<file path="config.mk">
export PLATFORM = sky130hd
export DESIGN_NAME = slew_limited_torque_supervisor_core_flat
export DESIGN_NICKNAME = d
export VERILOG_FILES = /design/src/hdl/stsup_pkg.sv /design/src/hdl/stsup_in_if.sv /design/src/hdl/stsup_out_if.sv /design/src/hdl/stsup_mem.sv /design/src/hdl/stsup_calc.sv /design/src/hdl/slew_limited_torque_supervisor_core.sv /design/src/flat_wrapper.sv
export SDC_FILE = /design/constraint.sdc
export NUM_CORES = 2
export LEC_CHECK = 0
export BUFFER_PORTS_ARGS = -buffer_cell sky130_fd_sc_hd__buf_2
export CAP_MARGIN = 20
export CORE_MARGIN = 2
export CORE_UTILIZATION = 58
export CTS_CLUSTER_DIAMETER = 100
export DETAILED_ROUTE_END_ITERATION = 16
export PLACE_DENSITY = 0.74
export SKIP_CTS_REPAIR_TIMING = 1
export SYNTH_ARGS = -nofsm -noshare
export SYNTH_HDL_FRONTEND = slang
export SYNTH_HIERARCHICAL = 1
export SYNTH_SLANG_ARGS = --single-unit
</file>
<file path="constraint.sdc">
create_clock -name clk -period 14.6 [get_ports clk]
set_clock_uncertainty 0.05 [all_clocks]
set_input_delay 2.19 -clock clk [delete_from_list [all_inputs] [get_ports clk]]
set_output_delay 2.19 -clock clk [all_outputs]
set_load 0.01 [all_outputs]
</file>
<file path="src/hdl/stsup_pkg.sv">
`timescale 1ns / 1ps
`default_nettype none
// ----------------------------------------------------------------------------
// Torque supervisor package
// Shared widths, codes, reset values and the drive status decoder.
// ----------------------------------------------------------------------------
package stsup_pkg;

	localparam int MAX_JOINTS_DEF   = 8;
	localparam int TORQUE_WIDTH_DEF = 24;

	localparam int SCALE_W  = 17;
	localparam int SW_W     = 16;
	localparam int PERIOD_W = 16;
	localparam int EFFORT_W = 23;
	localparam int SLEW_W   = 24;
	localparam int JIDX_W   = 3;
	localparam int JCNT_W   = 4;
	localparam int CFG_W    = 24;
	localparam int CFG_IDX_W = 3;
	localparam int STEP_W   = 3;

	localparam logic [SCALE_W-1:0]  SCALE_ONE       = 17'd65536;
	localparam logic [EFFORT_W-1:0] EFFORT_RST      = '1;
	localparam logic [SLEW_W-1:0]   SLEW_RST        = '1;
	localparam logic [SLEW_W-1:0]   FAULT_SLEW_RST  = 24'd1024;
	localparam logic [JCNT_W-1:0]   JOINT_COUNT_RST = 4'd6;

	localparam logic [CFG_IDX_W-1:0] REG_JOINT_COUNT  = 3'd0;
	localparam logic [CFG_IDX_W-1:0] REG_FAULT_SLEW   = 3'd1;
	localparam logic [CFG_IDX_W-1:0] REG_LIMIT_JOINT  = 3'd2;
	localparam logic [CFG_IDX_W-1:0] REG_LIMIT_EFFORT = 3'd3;
	localparam logic [CFG_IDX_W-1:0] REG_LIMIT_SLEW   = 3'd4;

	localparam logic [SW_W-1:0] SW_MASK_A      = 16'h004F;
	localparam logic [SW_W-1:0] SW_MASK_B      = 16'h006F;
	localparam logic [SW_W-1:0] SW_NOT_READY   = 16'h0000;
	localparam logic [SW_W-1:0] SW_SOD         = 16'h0040;
	localparam logic [SW_W-1:0] SW_READY       = 16'h0021;
	localparam logic [SW_W-1:0] SW_SWITCHED_ON = 16'h0023;
	localparam logic [SW_W-1:0] SW_OP_ENABLED  = 16'h0027;
	localparam logic [SW_W-1:0] SW_QUICK_STOP  = 16'h0007;
	localparam logic [SW_W-1:0] SW_FAULT_REACT = 16'h000F;
	localparam logic [SW_W-1:0] SW_FAULT       = 16'h0008;

	typedef enum logic [3:0] {
		DS_UNKNOWN,
		DS_NOT_READY,
		DS_SOD,
		DS_READY,
		DS_SWITCHED_ON,
		DS_OP_ENABLED,
		DS_QUICK_STOP,
		DS_FAULT_REACTION,
		DS_FAULT
	} drive_state_t;

	typedef enum logic [STEP_W-1:0] {
		SS_OK,
		SS_LATCHED,
		SS_FAULT,
		SS_REACTION,
		SS_INVALID,
		SS_DISABLE
	} step_status_t;

	typedef enum logic [1:0] {
		ACT_HOLD,
		ACT_ZERO,
		ACT_RAMP,
		ACT_SLEW
	} act_t;

	typedef struct packed {
		logic badscale;
		logic terminal;
		logic unknown;
		logic reaction;
		logic fault;
		logic enabled;
	} flags_t;

	localparam flags_t FLAGS_RST = '{badscale: 1'b0, terminal: 1'b1, unknown: 1'b0,
		reaction: 1'b0, fault: 1'b0, enabled: 1'b0};

	typedef struct packed {
		logic mul_en;
		act_t act;
	} calc_ctl_t;

	function automatic drive_state_t drive_state_of(input logic [SW_W-1:0] sw);
		logic [SW_W-1:0] a;
		logic [SW_W-1:0] b;
		drive_state_t    s;
		a = sw & SW_MASK_A;
		b = sw & SW_MASK_B;
		if (a == SW_NOT_READY)        s = DS_NOT_READY;
		else if (a == SW_SOD)         s = DS_SOD;
		else if (b == SW_READY)       s = DS_READY;
		else if (b == SW_SWITCHED_ON) s = DS_SWITCHED_ON;
		else if (b == SW_OP_ENABLED)  s = DS_OP_ENABLED;
		else if (b == SW_QUICK_STOP)  s = DS_QUICK_STOP;
		else if (a == SW_FAULT_REACT) s = DS_FAULT_REACTION;
		else if (a == SW_FAULT)       s = DS_FAULT;
		else                          s = DS_UNKNOWN;
		return s;
	endfunction

endpackage
`default_nettype wire

</file>
<file path="src/hdl/stsup_in_if.sv">
`timescale 1ns / 1ps
`default_nettype none
// ----------------------------------------------------------------------------
// Joint item channel
// Valid/ready channel that carries one joint word.
// ----------------------------------------------------------------------------
interface stsup_in_if #(
	parameter int TORQUE_WIDTH = stsup_pkg::TORQUE_WIDTH_DEF
) ();
	logic                                  valid;
	logic                                  ready;
	logic signed [TORQUE_WIDTH-1:0]        gravity_torque;
	logic [stsup_pkg::SCALE_W-1:0]         gain_scale;
	logic [stsup_pkg::SW_W-1:0]            status_word;
	logic                                  model_ok;
	logic [stsup_pkg::PERIOD_W-1:0]        period;
	logic                                  last_joint;

	modport source (output valid, gravity_torque, gain_scale, status_word, model_ok,
		period, last_joint, input ready);
	modport sink (input valid, gravity_torque, gain_scale, status_word, model_ok,
		period, last_joint, output ready);
endinterface
`default_nettype wire

</file>
<file path="src/hdl/stsup_out_if.sv">
`timescale 1ns / 1ps
`default_nettype none
// ----------------------------------------------------------------------------
// Result channel
// Valid/ready channel that carries one result word.
// ----------------------------------------------------------------------------
interface stsup_out_if #(
	parameter int TORQUE_WIDTH = stsup_pkg::TORQUE_WIDTH_DEF
) ();
	logic                              valid;
	logic                              ready;
	logic [stsup_pkg::JIDX_W-1:0]      joint_index;
	logic signed [TORQUE_WIDTH-1:0]    torque_out;
	logic [stsup_pkg::STEP_W-1:0]      step_status;
	logic                              last_result;

	modport source (output valid, joint_index, torque_out, step_status, last_result,
		input ready);
	modport sink (input valid, joint_index, torque_out, step_status, last_result,
		output ready);
endinterface
`default_nettype wire

</file>
<file path="src/hdl/stsup_mem.sv">
`timescale 1ns / 1ps
`default_nettype none
// ----------------------------------------------------------------------------
// Supervisor joint memories
// Item buffer, output torque store and limit tables, all with registered reads.
// ----------------------------------------------------------------------------
module stsup_mem #(
	parameter int MAX_JOINTS   = stsup_pkg::MAX_JOINTS_DEF,
	parameter int TORQUE_WIDTH = stsup_pkg::TORQUE_WIDTH_DEF,
	localparam int AW          = (MAX_JOINTS > 1) ? $clog2(MAX_JOINTS) : 1
) (
	input  wire logic                                clk,
	input  wire logic                                arst_n,
	input  wire logic                                buf_we,
	input  wire logic [AW-1:0]                       buf_waddr,
	input  wire logic [TORQUE_WIDTH-1:0]             buf_wgrav,
	input  wire logic [stsup_pkg::SCALE_W-1:0]       buf_wscale,
	input  wire logic                                lim_we,
	input  wire logic [AW-1:0]                       lim_waddr,
	input  wire logic [stsup_pkg::EFFORT_W-1:0]      lim_weffort,
	input  wire logic [stsup_pkg::SLEW_W-1:0]        lim_wslew,
	input  wire logic                                tq_we,
	input  wire logic [AW-1:0]                       tq_waddr,
	input  wire logic [TORQUE_WIDTH-1:0]             tq_wdata,
	input  wire logic                                tq_clear,
	input  wire logic [AW-1:0]                       rd_addr,
	output logic [TORQUE_WIDTH-1:0]                  rd_grav,
	output logic [stsup_pkg::SCALE_W-1:0]            rd_scale,
	output logic [stsup_pkg::EFFORT_W-1:0]           rd_effort,
	output logic [stsup_pkg::SLEW_W-1:0]             rd_slew,
	output logic [TORQUE_WIDTH-1:0]                  rd_torque
);
	logic [TORQUE_WIDTH-1:0]           grav_mem  [MAX_JOINTS];
	logic [stsup_pkg::SCALE_W-1:0]     scale_mem [MAX_JOINTS];
	logic [TORQUE_WIDTH-1:0]           tq_mem    [MAX_JOINTS];
	logic [stsup_pkg::EFFORT_W-1:0]    eff_mem   [MAX_JOINTS];
	logic [stsup_pkg::SLEW_W-1:0]      slw_mem   [MAX_JOINTS];

	logic [MAX_JOINTS-1:0]             tq_vld_q;
	logic [MAX_JOINTS-1:0]             lim_vld_q;
	logic                              rd_tqv_q;
	logic                              rd_limv_q;
	logic [TORQUE_WIDTH-1:0]           rd_grav_q;
	logic [stsup_pkg::SCALE_W-1:0]     rd_scale_q;
	logic [TORQUE_WIDTH-1:0]           rd_tq_q;
	logic [stsup_pkg::EFFORT_W-1:0]    rd_eff_q;
	logic [stsup_pkg::SLEW_W-1:0]      rd_slw_q;

	always_ff @(posedge clk) begin
		if (buf_we) begin
			grav_mem[buf_waddr]  <= buf_wgrav;
			scale_mem[buf_waddr] <= buf_wscale;
		end
		if (lim_we) begin
			eff_mem[lim_waddr] <= lim_weffort;
			slw_mem[lim_waddr] <= lim_wslew;
		end
		if (tq_we) begin
			tq_mem[tq_waddr] <= tq_wdata;
		end
		rd_grav_q  <= grav_mem[rd_addr];
		rd_scale_q <= scale_mem[rd_addr];
		rd_tq_q    <= tq_mem[rd_addr];
		rd_eff_q   <= eff_mem[rd_addr];
		rd_slw_q   <= slw_mem[rd_addr];
	end

	// Entries without a valid bit read as their reset value.
	always_ff @(posedge clk or negedge arst_n) begin
		if (!arst_n) begin
			tq_vld_q  <= '0;
			lim_vld_q <= '0;
			rd_tqv_q  <= 1'b0;
			rd_limv_q <= 1'b0;
		end else begin
			if (tq_clear) begin
				tq_vld_q <= '0;
			end else if (tq_we) begin
				tq_vld_q[tq_waddr] <= 1'b1;
			end
			if (lim_we) begin
				lim_vld_q[lim_waddr] <= 1'b1;
			end
			rd_tqv_q  <= tq_vld_q[rd_addr];
			rd_limv_q <= lim_vld_q[rd_addr];
		end
	end

	assign rd_grav   = rd_grav_q;
	assign rd_scale  = rd_scale_q;
	assign rd_torque = rd_tqv_q ? rd_tq_q : '0;
	assign rd_effort = rd_limv_q ? rd_eff_q : stsup_pkg::EFFORT_RST;
	assign rd_slew   = rd_limv_q ? rd_slw_q : stsup_pkg::SLEW_RST;
endmodule
`default_nettype wire

</file>
<file path="src/hdl/stsup_calc.sv">
`timescale 1ns / 1ps
`default_nettype none
// ----------------------------------------------------------------------------
// Supervisor torque update
// Registered products, then rounding, effort clamp and slew limiting.
// ----------------------------------------------------------------------------
module stsup_calc #(
	parameter int TORQUE_WIDTH = stsup_pkg::TORQUE_WIDTH_DEF
) (
	input  wire logic                              clk,
	input  wire stsup_pkg::calc_ctl_t              ctl,
	input  wire logic [TORQUE_WIDTH-1:0]           gravity,
	input  wire logic [stsup_pkg::SCALE_W-1:0]     scale,
	input  wire logic [stsup_pkg::EFFORT_W-1:0]    effort,
	input  wire logic [stsup_pkg::SLEW_W-1:0]      slew_tab,
	input  wire logic [stsup_pkg::SLEW_W-1:0]      fault_slew,
	input  wire logic [stsup_pkg::PERIOD_W-1:0]    period,
	input  wire logic [TORQUE_WIDTH-1:0]           cur_torque,
	output logic [TORQUE_WIDTH-1:0]                new_torque
);
	localparam int PW  = stsup_pkg::SCALE_W + TORQUE_WIDTH;
	localparam int CW  = (TORQUE_WIDTH + 2 > 24) ? TORQUE_WIDTH + 2 : 24;
	localparam int MW  = stsup_pkg::SLEW_W + stsup_pkg::PERIOD_W;
	localparam int CHW = MW - 19;
	localparam logic [CW-1:0] TMAX = CW'((64'd1 << (TORQUE_WIDTH - 1)) - 64'd1);

	logic [TORQUE_WIDTH-1:0]  mag;
	logic [stsup_pkg::SLEW_W-1:0] sel_slew;
	logic [PW-1:0]            prod_s2;
	logic [MW-1:0]            chg_s2;
	logic                     neg_s2;
	logic [stsup_pkg::EFFORT_W-1:0] eff_s2;
	logic [TORQUE_WIDTH-1:0]  cur_s2;

	logic [PW:0]              rsum;
	logic [CW-1:0]            q;
	logic [CW-1:0]            lim;
	logic [CW-1:0]            mq;
	logic [MW:0]              csum;
	logic [CHW-1:0]           change;
	logic signed [CW-1:0]     tgt;
	logic signed [CW-1:0]     cur_e;
	logic signed [CW-1:0]     chg_e;
	logic signed [CW-1:0]     d;
	logic signed [CW-1:0]     nxt;

	assign mag      = gravity[TORQUE_WIDTH-1] ? (~gravity + 1'b1) : gravity;
	assign sel_slew = (ctl.act == stsup_pkg::ACT_RAMP) ? fault_slew : slew_tab;

	always_ff @(posedge clk) begin
		if (ctl.mul_en) begin
			prod_s2 <= PW'(scale) * PW'(mag);
			chg_s2  <= MW'(sel_slew) * MW'(period);
			neg_s2  <= gravity[TORQUE_WIDTH-1];
			eff_s2  <= effort;
			cur_s2  <= cur_torque;
		end
	end

	always_comb begin
		rsum   = {1'b0, prod_s2} + (PW+1)'(32768);
		q      = CW'(rsum[PW:16]);
		lim    = (CW'(eff_s2) > TMAX) ? TMAX : CW'(eff_s2);
		mq     = (q > lim) ? lim : q;
		csum   = {1'b0, chg_s2} + (MW+1)'(524288);
		change = csum[MW:20];
		chg_e  = $signed({{(CW-CHW){1'b0}}, change});
		cur_e  = $signed({{(CW-TORQUE_WIDTH){cur_s2[TORQUE_WIDTH-1]}}, cur_s2});
		if (ctl.act == stsup_pkg::ACT_RAMP) begin
			tgt = '0;
		end else if (neg_s2) begin
			tgt = -$signed(mq);
		end else begin
			tgt = $signed(mq);
		end
		d = tgt - cur_e;
		if (d > chg_e) begin
			d = chg_e;
		end
		if (d < -chg_e) begin
			d = -chg_e;
		end
		nxt = cur_e + d;
		if (ctl.act == stsup_pkg::ACT_RAMP || ctl.act == stsup_pkg::ACT_SLEW) begin
			new_torque = nxt[TORQUE_WIDTH-1:0];
		end else begin
			new_torque = cur_s2;
		end
	end
endmodule
`default_nettype wire

</file>
<file path="src/hdl/slew_limited_torque_supervisor_core.sv">
`timescale 1ns / 1ps
`default_nettype none
// ----------------------------------------------------------------------------
// Slew-limited torque supervisor
// Buffers joint items, decides once per period, and emits one torque per joint.
// ----------------------------------------------------------------------------
// Joint items are taken one per cycle while the walk is idle. The item marked
// last_joint closes the period; the emission walk then steps each joint through
// a memory read, a multiply, and an update with write back, and takes no new
// items until the last result of the period sits in the output register.
// Reset is asynchronous; valid bits make the torque store read zero and the
// limit tables read their largest values at once, with no clearing pass.
// ----------------------------------------------------------------------------
module slew_limited_torque_supervisor_core #(
	parameter int MAX_JOINTS   = stsup_pkg::MAX_JOINTS_DEF,
	parameter int TORQUE_WIDTH = stsup_pkg::TORQUE_WIDTH_DEF
) (
	input  wire logic                                  clk,
	input  wire logic                                  arst_n,
	stsup_in_if.sink                                   in_ch,
	stsup_out_if.source                                out_ch,
	input  wire logic                                  cfg_we,
	input  wire logic [stsup_pkg::CFG_IDX_W-1:0]       cfg_index,
	input  wire logic [stsup_pkg::CFG_W-1:0]           cfg_data
);
	localparam int AW   = (MAX_JOINTS > 1) ? $clog2(MAX_JOINTS) : 1;
	// The item counter saturates one past the joint maximum.
	localparam int CNTW = $clog2(MAX_JOINTS + 2);

	typedef enum logic [1:0] {
		WS_ACCEPT,
		WS_READ,
		WS_MUL,
		WS_WRITE
	} walk_state_t;

	// Configuration registers.
	logic [stsup_pkg::JCNT_W-1:0]    joint_count_q;
	logic [stsup_pkg::SLEW_W-1:0]    fault_slew_q;
	logic [stsup_pkg::JIDX_W-1:0]    lw_joint_q;
	logic [stsup_pkg::EFFORT_W-1:0]  lw_effort_q;

	// Period and supervisor state.
	logic [CNTW-1:0]                 item_cnt_q;
	stsup_pkg::flags_t               flags_q;
	logic                            fault_latched_q;
	logic                            ramp_q;
	stsup_pkg::drive_state_t         lvs_q;

	// Walk state.
	walk_state_t                     ws_q;
	logic [CNTW-1:0]                 k_q;
	logic [CNTW-1:0]                 n_q;
	stsup_pkg::act_t                 act_q;
	stsup_pkg::step_status_t         status_q;
	logic [stsup_pkg::PERIOD_W-1:0]  period_q;

	// Output register.
	logic                            ovld_q;
	logic [stsup_pkg::JIDX_W-1:0]    oidx_q;
	logic [TORQUE_WIDTH-1:0]         otq_q;
	stsup_pkg::step_status_t         ostat_q;
	logic                            olast_q;

	logic                            acc;
	stsup_pkg::drive_state_t         st;
	stsup_pkg::flags_t               f;
	logic [CNTW-1:0]                 cnt_nx;
	logic [CNTW-1:0]                 n_eff;
	logic                            match;
	logic                            valid;
	logic                            all_term;
	stsup_pkg::act_t                 dec_act;
	stsup_pkg::step_status_t         dec_status;
	logic                            latch_nx;
	logic                            ramp_nx;
	stsup_pkg::drive_state_t         lvs_nx;

	logic                            lim_we;
	logic                            tq_we;
	logic                            out_free;
	stsup_pkg::calc_ctl_t            ctl;

	logic [TORQUE_WIDTH-1:0]         rd_grav;
	logic [stsup_pkg::SCALE_W-1:0]   rd_scale;
	logic [stsup_pkg::EFFORT_W-1:0]  rd_effort;
	logic [stsup_pkg::SLEW_W-1:0]    rd_slew;
	logic [TORQUE_WIDTH-1:0]         rd_torque;
	logic [TORQUE_WIDTH-1:0]         new_torque;

	assign in_ch.ready = (ws_q == WS_ACCEPT);
	assign acc         = in_ch.valid && in_ch.ready;
	assign out_free    = !ovld_q || out_ch.ready;

	// A limit commit writes the pending effort and the new slew together.
	assign lim_we = cfg_we && (cfg_index == stsup_pkg::REG_LIMIT_SLEW) &&
		(int'(lw_joint_q) < MAX_JOINTS);

	always_ff @(posedge clk or negedge arst_n) begin
		if (!arst_n) begin
			joint_count_q <= stsup_pkg::JOINT_COUNT_RST;
			fault_slew_q  <= stsup_pkg::FAULT_SLEW_RST;
			lw_joint_q    <= '0;
			lw_effort_q   <= stsup_pkg::EFFORT_RST;
		end else if (cfg_we) begin
			unique case (cfg_index)
				stsup_pkg::REG_JOINT_COUNT:  joint_count_q <= cfg_data[stsup_pkg::JCNT_W-1:0];
				stsup_pkg::REG_FAULT_SLEW:   fault_slew_q  <= cfg_data[stsup_pkg::SLEW_W-1:0];
				stsup_pkg::REG_LIMIT_JOINT:  lw_joint_q    <= cfg_data[stsup_pkg::JIDX_W-1:0];
				stsup_pkg::REG_LIMIT_EFFORT: lw_effort_q   <= cfg_data[stsup_pkg::EFFORT_W-1:0];
				default: ;
			endcase
		end
	end

	// Fold the incoming item into the period flags and take the period
	// decision in the same cycle as the last item of the period.
	always_comb begin
		st = stsup_pkg::drive_state_of(in_ch.status_word);
		f  = flags_q;
		if (st == stsup_pkg::DS_OP_ENABLED)     f.enabled  = 1'b1;
		if (st == stsup_pkg::DS_FAULT)          f.fault    = 1'b1;
		if (st == stsup_pkg::DS_FAULT_REACTION) f.reaction = 1'b1;
		if (st == stsup_pkg::DS_UNKNOWN)        f.unknown  = 1'b1;
		if (st != stsup_pkg::DS_SOD && st != stsup_pkg::DS_NOT_READY) f.terminal = 1'b0;
		if (in_ch.gain_scale > stsup_pkg::SCALE_ONE) f.badscale = 1'b1;

		cnt_nx = (int'(item_cnt_q) <= MAX_JOINTS) ? item_cnt_q + 1'b1 : item_cnt_q;

		if (joint_count_q == '0) begin
			n_eff = CNTW'(1);
		end else if (int'(joint_count_q) > MAX_JOINTS) begin
			n_eff = CNTW'(MAX_JOINTS);
		end else begin
			n_eff = CNTW'(joint_count_q);
		end
		match    = (cnt_nx == n_eff);
		valid    = match && (in_ch.period != '0) && !f.unknown && !f.badscale &&
			in_ch.model_ok;
		all_term = match && f.terminal;

		dec_act    = stsup_pkg::ACT_HOLD;
		dec_status = stsup_pkg::SS_OK;
		latch_nx   = fault_latched_q;
		ramp_nx    = ramp_q;
		lvs_nx     = lvs_q;
		if (fault_latched_q) begin
			// Already latched: only a running ramp keeps moving.
			dec_act    = ramp_q ? stsup_pkg::ACT_RAMP : stsup_pkg::ACT_HOLD;
			dec_status = stsup_pkg::SS_LATCHED;
		end else if (match && f.fault) begin
			dec_act    = stsup_pkg::ACT_ZERO;
			dec_status = stsup_pkg::SS_FAULT;
			latch_nx   = 1'b1;
			ramp_nx    = 1'b0;
			lvs_nx     = stsup_pkg::DS_FAULT;
		end else if (match && f.reaction) begin
			dec_status = stsup_pkg::SS_REACTION;
		end else if (!valid) begin
			// Invalid input ramps down only if the drives were last enabled.
			latch_nx   = 1'b1;
			ramp_nx    = (lvs_q == stsup_pkg::DS_OP_ENABLED);
			dec_act    = (lvs_q == stsup_pkg::DS_OP_ENABLED) ? stsup_pkg::ACT_RAMP
				: stsup_pkg::ACT_ZERO;
			dec_status = stsup_pkg::SS_INVALID;
		end else if (lvs_q == stsup_pkg::DS_OP_ENABLED && !f.enabled && !all_term) begin
			dec_status = stsup_pkg::SS_DISABLE;
		end else begin
			lvs_nx     = f.enabled ? stsup_pkg::DS_OP_ENABLED : st;
			dec_act    = stsup_pkg::ACT_SLEW;
		end
	end

	always_ff @(posedge clk or negedge arst_n) begin
		if (!arst_n) begin
			item_cnt_q      <= '0;
			flags_q         <= stsup_pkg::FLAGS_RST;
			fault_latched_q <= 1'b0;
			ramp_q          <= 1'b0;
			lvs_q           <= stsup_pkg::DS_UNKNOWN;
		end else if (acc) begin
			if (in_ch.last_joint) begin
				item_cnt_q      <= '0;
				flags_q         <= stsup_pkg::FLAGS_RST;
				fault_latched_q <= latch_nx;
				ramp_q          <= ramp_nx;
				lvs_q           <= lvs_nx;
			end else begin
				item_cnt_q <= cnt_nx;
				flags_q    <= f;
			end
		end
	end

	// Walk over the joints: read the entry, multiply, then update and emit.
	// The output register lets the walk finish while the last word waits.
	always_ff @(posedge clk or negedge arst_n) begin
		if (!arst_n) begin
			ws_q     <= WS_ACCEPT;
			k_q      <= '0;
			n_q      <= '0;
			act_q    <= stsup_pkg::ACT_HOLD;
			status_q <= stsup_pkg::SS_OK;
			period_q <= '0;
			ovld_q   <= 1'b0;
			oidx_q   <= '0;
			otq_q    <= '0;
			ostat_q  <= stsup_pkg::SS_OK;
			olast_q  <= 1'b0;
		end else begin
			// Outside the write step the output word only drains.
			if (ws_q != WS_WRITE && out_ch.ready) begin
				ovld_q <= 1'b0;
			end
			unique case (ws_q)
				WS_ACCEPT: begin
					if (acc && in_ch.last_joint) begin
						k_q      <= '0;
						n_q      <= n_eff;
						act_q    <= dec_act;
						status_q <= dec_status;
						period_q <= in_ch.period;
						ws_q     <= WS_READ;
					end
				end
				WS_READ: begin
					ws_q <= WS_MUL;
				end
				WS_MUL: begin
					ws_q <= WS_WRITE;
				end
				WS_WRITE: begin
					if (out_free) begin
						ovld_q  <= 1'b1;
						oidx_q  <= stsup_pkg::JIDX_W'(k_q);
						otq_q   <= new_torque;
						ostat_q <= status_q;
						olast_q <= (k_q + 1'b1 == n_q);
						if (k_q + 1'b1 == n_q) begin
							ws_q <= WS_ACCEPT;
						end else begin
							k_q  <= k_q + 1'b1;
							ws_q <= WS_READ;
						end
					end
				end
				default: ws_q <= WS_ACCEPT;
			endcase
		end
	end

	assign tq_we = (ws_q == WS_WRITE) && out_free &&
		(act_q == stsup_pkg::ACT_RAMP || act_q == stsup_pkg::ACT_SLEW);

	assign ctl.mul_en = (ws_q == WS_MUL);
	assign ctl.act    = act_q;

	stsup_mem #(
		.MAX_JOINTS   (MAX_JOINTS),
		.TORQUE_WIDTH (TORQUE_WIDTH)
	) u_mem (
		.clk         (clk),
		.arst_n      (arst_n),
		.buf_we      (acc && (int'(item_cnt_q) < MAX_JOINTS)),
		.buf_waddr   (item_cnt_q[AW-1:0]),
		.buf_wgrav   (in_ch.gravity_torque),
		.buf_wscale  (in_ch.gain_scale),
		.lim_we      (lim_we),
		.lim_waddr   (AW'(lw_joint_q)),
		.lim_weffort (lw_effort_q),
		.lim_wslew   (cfg_data[stsup_pkg::SLEW_W-1:0]),
		.tq_we       (tq_we),
		.tq_waddr    (k_q[AW-1:0]),
		.tq_wdata    (new_torque),
		.tq_clear    (acc && in_ch.last_joint && (dec_act == stsup_pkg::ACT_ZERO)),
		.rd_addr     (k_q[AW-1:0]),
		.rd_grav     (rd_grav),
		.rd_scale    (rd_scale),
		.rd_effort   (rd_effort),
		.rd_slew     (rd_slew),
		.rd_torque   (rd_torque)
	);

	stsup_calc #(
		.TORQUE_WIDTH (TORQUE_WIDTH)
	) u_calc (
		.clk        (clk),
		.ctl        (ctl),
		.gravity    (rd_grav),
		.scale      (rd_scale),
		.effort     (rd_effort),
		.slew_tab   (rd_slew),
		.fault_slew (fault_slew_q),
		.period     (period_q),
		.cur_torque (rd_torque),
		.new_torque (new_torque)
	);

	assign out_ch.valid       = ovld_q;
	assign out_ch.joint_index = oidx_q;
	assign out_ch.torque_out  = otq_q;
	assign out_ch.step_status = ostat_q;
	assign out_ch.last_result = olast_q;
endmodule
`default_nettype wire

</file>
<file path="src/flat_wrapper.sv">
// flat-port wrapper written by rule: the top's interface ports become plain ports
module slew_limited_torque_supervisor_core_flat 
#(
	parameter int MAX_JOINTS   = stsup_pkg::MAX_JOINTS_DEF,
	parameter int TORQUE_WIDTH = stsup_pkg::TORQUE_WIDTH_DEF
)
  (clk, arst_n, cfg_we, cfg_index, cfg_data, in_ch_valid, in_ch_gravity_torque, in_ch_gain_scale, in_ch_status_word, in_ch_model_ok, in_ch_period, in_ch_last_joint, in_ch_ready, out_ch_valid, out_ch_joint_index, out_ch_torque_out, out_ch_step_status, out_ch_last_result, out_ch_ready);
  stsup_in_if #(.TORQUE_WIDTH(TORQUE_WIDTH)) in_ch_i ();
  stsup_out_if #(.TORQUE_WIDTH(TORQUE_WIDTH)) out_ch_i ();
  input  wire logic clk;
  input  wire logic arst_n;
  input  wire logic cfg_we;
  input  wire logic [stsup_pkg::CFG_IDX_W-1:0] cfg_index;
  input  wire logic [stsup_pkg::CFG_W-1:0] cfg_data;
  input wire logic [$bits(in_ch_i.valid)-1:0] in_ch_valid;
  input wire logic [$bits(in_ch_i.gravity_torque)-1:0] in_ch_gravity_torque;
  input wire logic [$bits(in_ch_i.gain_scale)-1:0] in_ch_gain_scale;
  input wire logic [$bits(in_ch_i.status_word)-1:0] in_ch_status_word;
  input wire logic [$bits(in_ch_i.model_ok)-1:0] in_ch_model_ok;
  input wire logic [$bits(in_ch_i.period)-1:0] in_ch_period;
  input wire logic [$bits(in_ch_i.last_joint)-1:0] in_ch_last_joint;
  output wire logic [$bits(in_ch_i.ready)-1:0] in_ch_ready;
  output wire logic [$bits(out_ch_i.valid)-1:0] out_ch_valid;
  output wire logic [$bits(out_ch_i.joint_index)-1:0] out_ch_joint_index;
  output wire logic [$bits(out_ch_i.torque_out)-1:0] out_ch_torque_out;
  output wire logic [$bits(out_ch_i.step_status)-1:0] out_ch_step_status;
  output wire logic [$bits(out_ch_i.last_result)-1:0] out_ch_last_result;
  input wire logic [$bits(out_ch_i.ready)-1:0] out_ch_ready;
  assign in_ch_i.valid = in_ch_valid;
  assign in_ch_i.gravity_torque = in_ch_gravity_torque;
  assign in_ch_i.gain_scale = in_ch_gain_scale;
  assign in_ch_i.status_word = in_ch_status_word;
  assign in_ch_i.model_ok = in_ch_model_ok;
  assign in_ch_i.period = in_ch_period;
  assign in_ch_i.last_joint = in_ch_last_joint;
  assign in_ch_ready = in_ch_i.ready;
  assign out_ch_valid = out_ch_i.valid;
  assign out_ch_joint_index = out_ch_i.joint_index;
  assign out_ch_torque_out = out_ch_i.torque_out;
  assign out_ch_step_status = out_ch_i.step_status;
  assign out_ch_last_result = out_ch_i.last_result;
  assign out_ch_i.ready = out_ch_ready;
  slew_limited_torque_supervisor_core #(.MAX_JOINTS(MAX_JOINTS), .TORQUE_WIDTH(TORQUE_WIDTH)) u_core (.clk(clk), .arst_n(arst_n), .in_ch(in_ch_i), .out_ch(out_ch_i), .cfg_we(cfg_we), .cfg_index(cfg_index), .cfg_data(cfg_data));
endmodule
</file>
Word-level counts from Yosys, hierarchy flattened
Memories as Yosys holds them, arrays and structs flattened. A register that Yosys moved wholly into a read port is not among the register bits.
Index checks and enable logic that the tools add are counted.
Storage, ports and cells
  flip-flop bits (word level): 280
  memory bits (writable): 896
  bits of input ports: 107
  output and inout port bits: 33
  word-level logic and storage cells: 223
  memories: 5
Memory list
  u_core.u_mem.grav_mem: words 8, bits a word 24, rd ports 1, clocked after Yosys merged registers in 1, wr ports 1, RTL line stsup_mem.sv:33  | logic [TORQUE_WIDTH-1:0] grav_mem [MAX_JOINTS];
  u_core.u_mem.slw_mem: words 8, bits a word 24, rd ports 1, clocked after Yosys merged registers in 1, wr ports 1, RTL line stsup_mem.sv:37  | logic [stsup_pkg::SLEW_W-1:0] slw_mem [MAX_JOINTS];
  u_core.u_mem.tq_mem: words 8, bits a word 24, rd ports 1, clocked after Yosys merged registers in 1, wr ports 1, RTL line stsup_mem.sv:35  | logic [TORQUE_WIDTH-1:0] tq_mem [MAX_JOINTS];
  u_core.u_mem.eff_mem: words 8, bits a word 23, rd ports 1, clocked after Yosys merged registers in 1, wr ports 1, RTL line stsup_mem.sv:36  | logic [stsup_pkg::EFFORT_W-1:0] eff_mem [MAX_JOINTS];
  u_core.u_mem.scale_mem: words 8, bits a word 17, rd ports 1, clocked after Yosys merged registers in 1, wr ports 1, RTL line stsup_mem.sv:34  | logic [stsup_pkg::SCALE_W-1:0] scale_mem [MAX_JOINTS];
Operators by class
  add/sub/neg operators: 9
  multiply operators: 2
  order comparisons: 11
  equal/unequal tests: 32
  mux-type cells: 79
  bitwise operators: 4
  reductions and logical operators: 47
Operators with widths (number)
  two-way mux 24 bit: 5
  two-way mux 26 bit: 4
  two-way mux 4 bit: 20
  adder 41 x 16 -> 42 bit (second input constant): 1
  adder 40 x 20 -> 41 bit (second input constant): 1
  multiplier 17 x 24 -> 41 bit: 1
  multiplier 24 x 16 -> 40 bit: 1
  two-way mux 1 bit: 27
  > comparator 26 x 22 -> 1 bit: 1
  > comparator 26 x 23 -> 1 bit: 1
  less-than comparator 26 bit: 1
  negation 21 -> 26 bit: 1
  negation 26 bit: 1
  subtractor 26 x 24 -> 26 bit: 1
  adder 24 x 1 -> 24 bit (second input constant): 1
  adder 24 bit: 1
  inverter 24 bit: 1
  logical AND 1 bit: 20
  == test 6 x 5 -> 1 bit (second input constant): 3
  two-way mux 2 bit: 9
  > comparator 17 bit (second input constant): 1
  logical NOT 16 bit: 1
  two-way mux 8 bit: 2
  bitwise OR 8 bit: 2
  other kinds (39): 77

Logic depth before layout (Yosys ltp)
  word-level depth: 23
  depth in mapped cells: 83
  gate-level depth less buffers: 79

Hierarchy
The synthesis kept the hierarchy.
Modules (own cells, without submodules)
  stsup_mem: instances 1, cells an instance 1581, area an instance 37925.1 um2, seq. area each 29598.4 um2
  stsup_calc: instances 1, cells an instance 3984, area an instance 34202.8 um2, seq. area each 2852.7 um2
  slew_limited_torque_supervisor_core: instances 1, cells an instance 496, area an instance 5853.1 um2, seq. area each 3362.0 um2

Least setup slack after synthesis
OpenSTA, ideal clock, no wires.
  path kind: reg2reg
  from: register u_core.u_calc.prod_s2[15]
  to: register u_core.otq_q[22], in the netlist u_core/out_ch.torque_out[22]
  setup time: 0.125 ns
  arrival time: 15.388 ns
  required time: 14.425 ns
  slack: -0.963 ns
  stages on the path, launching flop included: 80
  buffers on the path: 5
  clock period less this slack: 15.563 ns
  cell sequence: edfxtp_1 -> ha_1 -> nand3_2 -> or4_4 -> or3_1 -> xor2_1 -> inv_1 -> ha_1 -> nand4_1 -> or4_1 -> nor3_1 -> a211oi_1 -> nor2_1 -> clkbuf_1 -> clkbuf_1 -> nor2_1 -> a21oi_1 -> ha_1 -> [... 44 more ...] -> fa_1 -> a21o_1 -> a21oi_1 -> o21bai_1 -> a21oi_1 -> o21bai_1 -> a21oi_1 -> o21bai_1 -> a21oi_1 -> o21bai_1 -> a21oi_1 -> o21ai_0 -> o41ai_1 -> o21ai_0 -> o41ai_1 -> xor2_1 -> mux2i_1 -> mux2_2
Between the ends
  word-level cells in the longest chain between the ends: 13
RTL lines
  start: declaration: RTL line stsup_calc.sv:29  | logic [PW-1:0] prod_s2;
  start signal: assignment: RTL line stsup_calc.sv:52  | prod_s2 <= PW'(scale) * PW'(mag);
  adder 41 x 16 -> 42 bit (*): RTL line stsup_calc.sv:61  | rsum = {1'b0, prod_s2} + (PW+1)'(32768);
  > comparator 26 x 23 -> 1 bit: RTL line stsup_calc.sv:64  | mq = (q > lim) ? lim : q;
  two-way mux 26 bit (*): RTL line stsup_calc.sv:64
  negation 26 bit: RTL line stsup_calc.sv:72  | tgt = -$signed(mq);
  two-way mux 26 bit (*): RTL line stsup_calc.sv:71  | end else if (neg_s2) begin
  two-way mux 26 bit (*): RTL line stsup_calc.sv:69  | if (ctl.act == stsup_pkg::ACT_RAMP) begin
  subtractor 26 x 24 -> 26 bit (*): RTL line stsup_calc.sv:76  | d = tgt - cur_e;
  > comparator 26 x 22 -> 1 bit: RTL line stsup_calc.sv:77  | if (d > chg_e) begin
  two-way mux 26 bit (*): RTL line stsup_calc.sv:77
  less-than comparator 26 bit: RTL line stsup_calc.sv:80  | if (d < -chg_e) begin
  two-way mux 24 bit (*): RTL line stsup_calc.sv:80
  adder 24 bit (*): RTL line stsup_calc.sv:83  | nxt = cur_e + d;
  two-way mux 24 bit (*): RTL line stsup_calc.sv:84  | if (ctl.act == stsup_pkg::ACT_RAMP || ctl.act == stsup_pkg::ACT_SLEW) begin
  net u_core.new_torque[22]: RTL line slew_limited_torque_supervisor_core.sv:89  | logic [TORQUE_WIDTH-1:0] new_torque;
  end signal: assignment: RTL line slew_limited_torque_supervisor_core.sv:236  | otq_q <= new_torque;
  end: declaration: RTL line slew_limited_torque_supervisor_core.sv:61  | logic [TORQUE_WIDTH-1:0] otq_q;
Mark *: on every way through the listed nets, which the timed path passes. The rest lies on a longest branch.
A chain may end at the register's enable or synchronous reset.

Worst setup path after layout
  from: register u_core.u_calc.prod_s2[16]
  to: memory u_core/u_mem/tq_mem[4][22] in the netlist's numbering, data pin
Between the ends
  word-level cells in the longest chain between the ends: 13
RTL lines (RTL line)
  adder 41 x 16 -> 42 bit (*): stsup_calc.sv:61
  > comparator 26 x 23 -> 1 bit: stsup_calc.sv:64
  two-way mux 26 bit (*): stsup_calc.sv:64
  negation 26 bit: stsup_calc.sv:72
  two-way mux 26 bit (*): stsup_calc.sv:71
  two-way mux 26 bit (*): stsup_calc.sv:69
  subtractor 26 x 24 -> 26 bit (*): stsup_calc.sv:76
  > comparator 26 x 22 -> 1 bit: stsup_calc.sv:77
  two-way mux 26 bit (*): stsup_calc.sv:77
  less-than comparator 26 bit: stsup_calc.sv:80
  two-way mux 24 bit (*): stsup_calc.sv:80
  adder 24 bit (*): stsup_calc.sv:83
  two-way mux 24 bit (*): stsup_calc.sv:84
  end: declaration: stsup_mem.sv:35
Mark *: on every way between the ends. The rest lies on a longest branch, timed or not.

==> metrics.cfg <==
[timing]
hold_viol_final = 0
fmax_ghz = 0.0696
fin_ws_ns = 0.240
tightest_slew_ns = 1.13
setup-violations-final = 0
rsz0062_at_grt = yes
min_period_ns = 14.36
drv_slew = 0
finalCritPeriodShare = 0.984
relSlewSlack = 0.249

[grt]
grt_max_degree = 144
grt_pass1_vias = 51400
overflow = 0
busiest_layer = met2
antenna_found_initial = 17
grt_use_met1 = 0.378
track_usage = 0.278
grt_pass1_wl_mm = 292
use_met3 = 0.0448
use_met2 = 0.460

[die]
die_w_um = 371
core_um2 = 133000
fp.dieArea_um2 = 137000
io_pins = 140
dieHeight_um = 371
rows = 134
start_util = 0.584

[clock_tree]
ctsHtreeMaxLevel = 3
cts_buffer_depth = 3
root_buffer = clkbuf_16
cts-buffers-inserted = 121
clkSinkCount = 1254
tritoncts = yes
clkSlewWorstSetupHoldPaths_ns = 0.06
insertion_delay_ns = 0.77

[layout]
instances_no_fill = 8298
final_area_um2 = 87400
syn_to_final_growth_pct = 12.1
layout-drive-gt1-share = 0.177
num-nets-final = 7503

[flow_run]
timing.max_cap.violations = 0

[drt]
drc_errors = 0
avgViaCountPerCell = 5.91
detail-route-antenna-nets = 0
via_count = 49000
drtIter0Drc = 4072
wirelength_mm = 188
drt_first_pass_iters = 7
wl_per_cell_um = 22.7

[hold_path]
min-delay-start = u_core/u_mem/lim_vld_q[4]
min_path_cells = 1
timing.hold.worst.class = flop to flop
hold_path_end = u_core/u_mem/lim_vld_q[4]

[critical_path]
start_kind = flop
rrSetupSlack_ns = 0.24
critPathRequiredTime_ns = 15.03
r2r-start = u_core/u_calc/prod_s2[16]
critPathKind = flop to flop
ff2ff_path_depth = 75
crit_path_end_kind = flop
crit_top_cell = a21oi_2
critical-path-slowest-cell = or4_4
crit_start = u_core/u_calc/prod_s2[16]
max_stage_delay_ns = 0.55
cp_max_fo = 6
arrival_ns = 14.79
r2r_end = u_core/u_mem/tq_mem[4][22]

[yosys]
yosysWarningCount = 6
ys_async_sr_fraction = 0.120
netlist_area_um2 = 78000
synth_cells = 6061
ys_ff_latch = 1254
synth_edf_count = 991
synth_ff_type = edfxtp_1
yosysSeqAreaShare = 0.459
synth_cell_types = 110
synth_fp_nets = 7149
avgSynthCellArea_um2 = 12.9

[placement]
portBuffers = 129
place.gp.congestion = 0.952
place_inst = 8025
place_area_um2 = 82300
dp_slack_ns = -0.639
dp.final_hpwl_mm = 125

[run_status]
status = finished clean

-- flip-flops by register name, summed over array words and instances (netlist names), 23 cells and up --
register                  cells
u_core/fault_slew_q          24
u_core/out_ch.torque_out     24
u_core/lw_effort_q           23
u_core/u_calc/prod_s2        26
u_core/u_calc/cur_s2         24
u_core/u_mem/scale_mem      136
u_core/u_mem/rd_grav         24
u_core/u_mem/rd_eff_q        23
u_core/u_mem/eff_mem        184
u_core/u_mem/tq_mem         192
u_core/u_mem/rd_tq_q         24
u_core/u_calc/eff_s2         23
u_core/u_mem/grav_mem       192
u_core/u_mem/slw_mem        192
u_core/u_mem/rd_slw_q        24
-- area by class of cell --
class                      count  area (µm²)
antenna                        6        15.0
clock buffer                 155        3320
multi-input combinational   3796       38800
tap                         1768        2210
clock inverter                77        1030
timing repair buffer         471        3320
inverter                     771        2900
fill                        9630       46100
sequential                  1254       35800
-- critical path: cells and delay by family, from the launching register on --
kind | cells | cell delay, ns
buffers and inverters | 5 | 0.59
xor gates and xnor gates | 4 | 0.66
adders and majority gates | 8 | 1.99
and+or+nand+nor | 21 | 4.52
DFF | 1 | 0.41
muxes | 1 | 0.09
AOI/OAI and AO/OA | 36 | 5.76
-- placed cells by master (no fill, tap or decap), types with 26 or more instances in the layout --
cell	n
a21o_1	42
dfxtp_1	112
xnor2_1	138
nand2_1	820
dfrtp_1	120
buf_2	130
dfstp_2	27
mux4_2	93
and3_1	26
nand4_1	28
nand3_1	61
fa_1	633
xor2_1	40
ha_1	340
mux2_2	201
mux4_1	135
nor3_1	54
nor2_1	184
buf_4	325
a21oi_1	116
o21ai_0	115
edfxtp_1	991
nand2b_1	76
clkbuf_16	123
inv_1	767
and2_1	273
-- layer usage --
layer	part of all wire	wire length (µm)
met1	0.41	76900
met5	0.00066	125
met3	0.072	13500
met4	0.031	5760
met2	0.49	91800
-- synth_stat cells (61+ instances only) --
library cell / n / area [µm²]
mux2_2: 201 / 2260
nand2_1: 830 / 3120
mux4_1: 135 / 3550
o21ai_0: 126 / 631
clkbuf_1: 187 / 702
nor3_1: 61 / 305
fa_1: 634 / 12700
a21oi_1: 128 / 641
nand2b_1: 77 / 482
dfrtp_1: 124 / 3100
and2_1: 274 / 1710
nor2_1: 196 / 736
mux4_2: 93 / 2090
xnor2_1: 140 / 1230
edfxtp_1: 991 / 29800
inv_1: 769 / 2890
ha_1: 347 / 4340
nand3_1: 61 / 305
dfxtp_1: 112 / 2240
-- metrics by stage --
stage | TNS, ns | hold slack [ns] | util
6_report | 0 | 0.419 | 0.655
5_1_grt | -15.90 | 0.428 | 0.655
4_1_cts | -29.03 | 0.416 | 0.649
3_5_place_dp | -18.91 | 0.398 | 0.616
3_3_place_gp | -8.08 | 0.396 | 0.616
2_1_floorplan | 0 | 0.381 | -
-- kinds of logic (layout without fill, tap and decap cells) --
family	Yosys count	after routing	share of synthesized area
other	0	6	0
xor gates and xnor gates	187	187	0.0215
DFF	1254	1254	0.459
AOI/OAI and AO/OA	498	498	0.0416
and+or+nand+nor	1690	1690	0.104
muxes	439	440	0.103
buffers and inverters	1012	1474	0.0529
adders and majority gates	981	981	0.218
-- how the worst max path moves through the flow --
stage	end	slack (ns)	depth (start not counted)
CTS	u_core/out_ch.torque_out[22]	-0.76	73
global route	u_core/out_ch.torque_out[22]	-0.44	76
floorplan	u_core/out_ch.torque_out[23]	0.04	78
global placement	u_core/out_ch.torque_out[22]	-0.36	73
finish	u_core/u_mem/tq_mem[4][22]	0.24	75
detailed placement	u_core/out_ch.torque_out[22]	-0.64	73
Power is not shown: default switching activity piles up to over one toggle a cycle in this logic, so the estimate is an artifact.
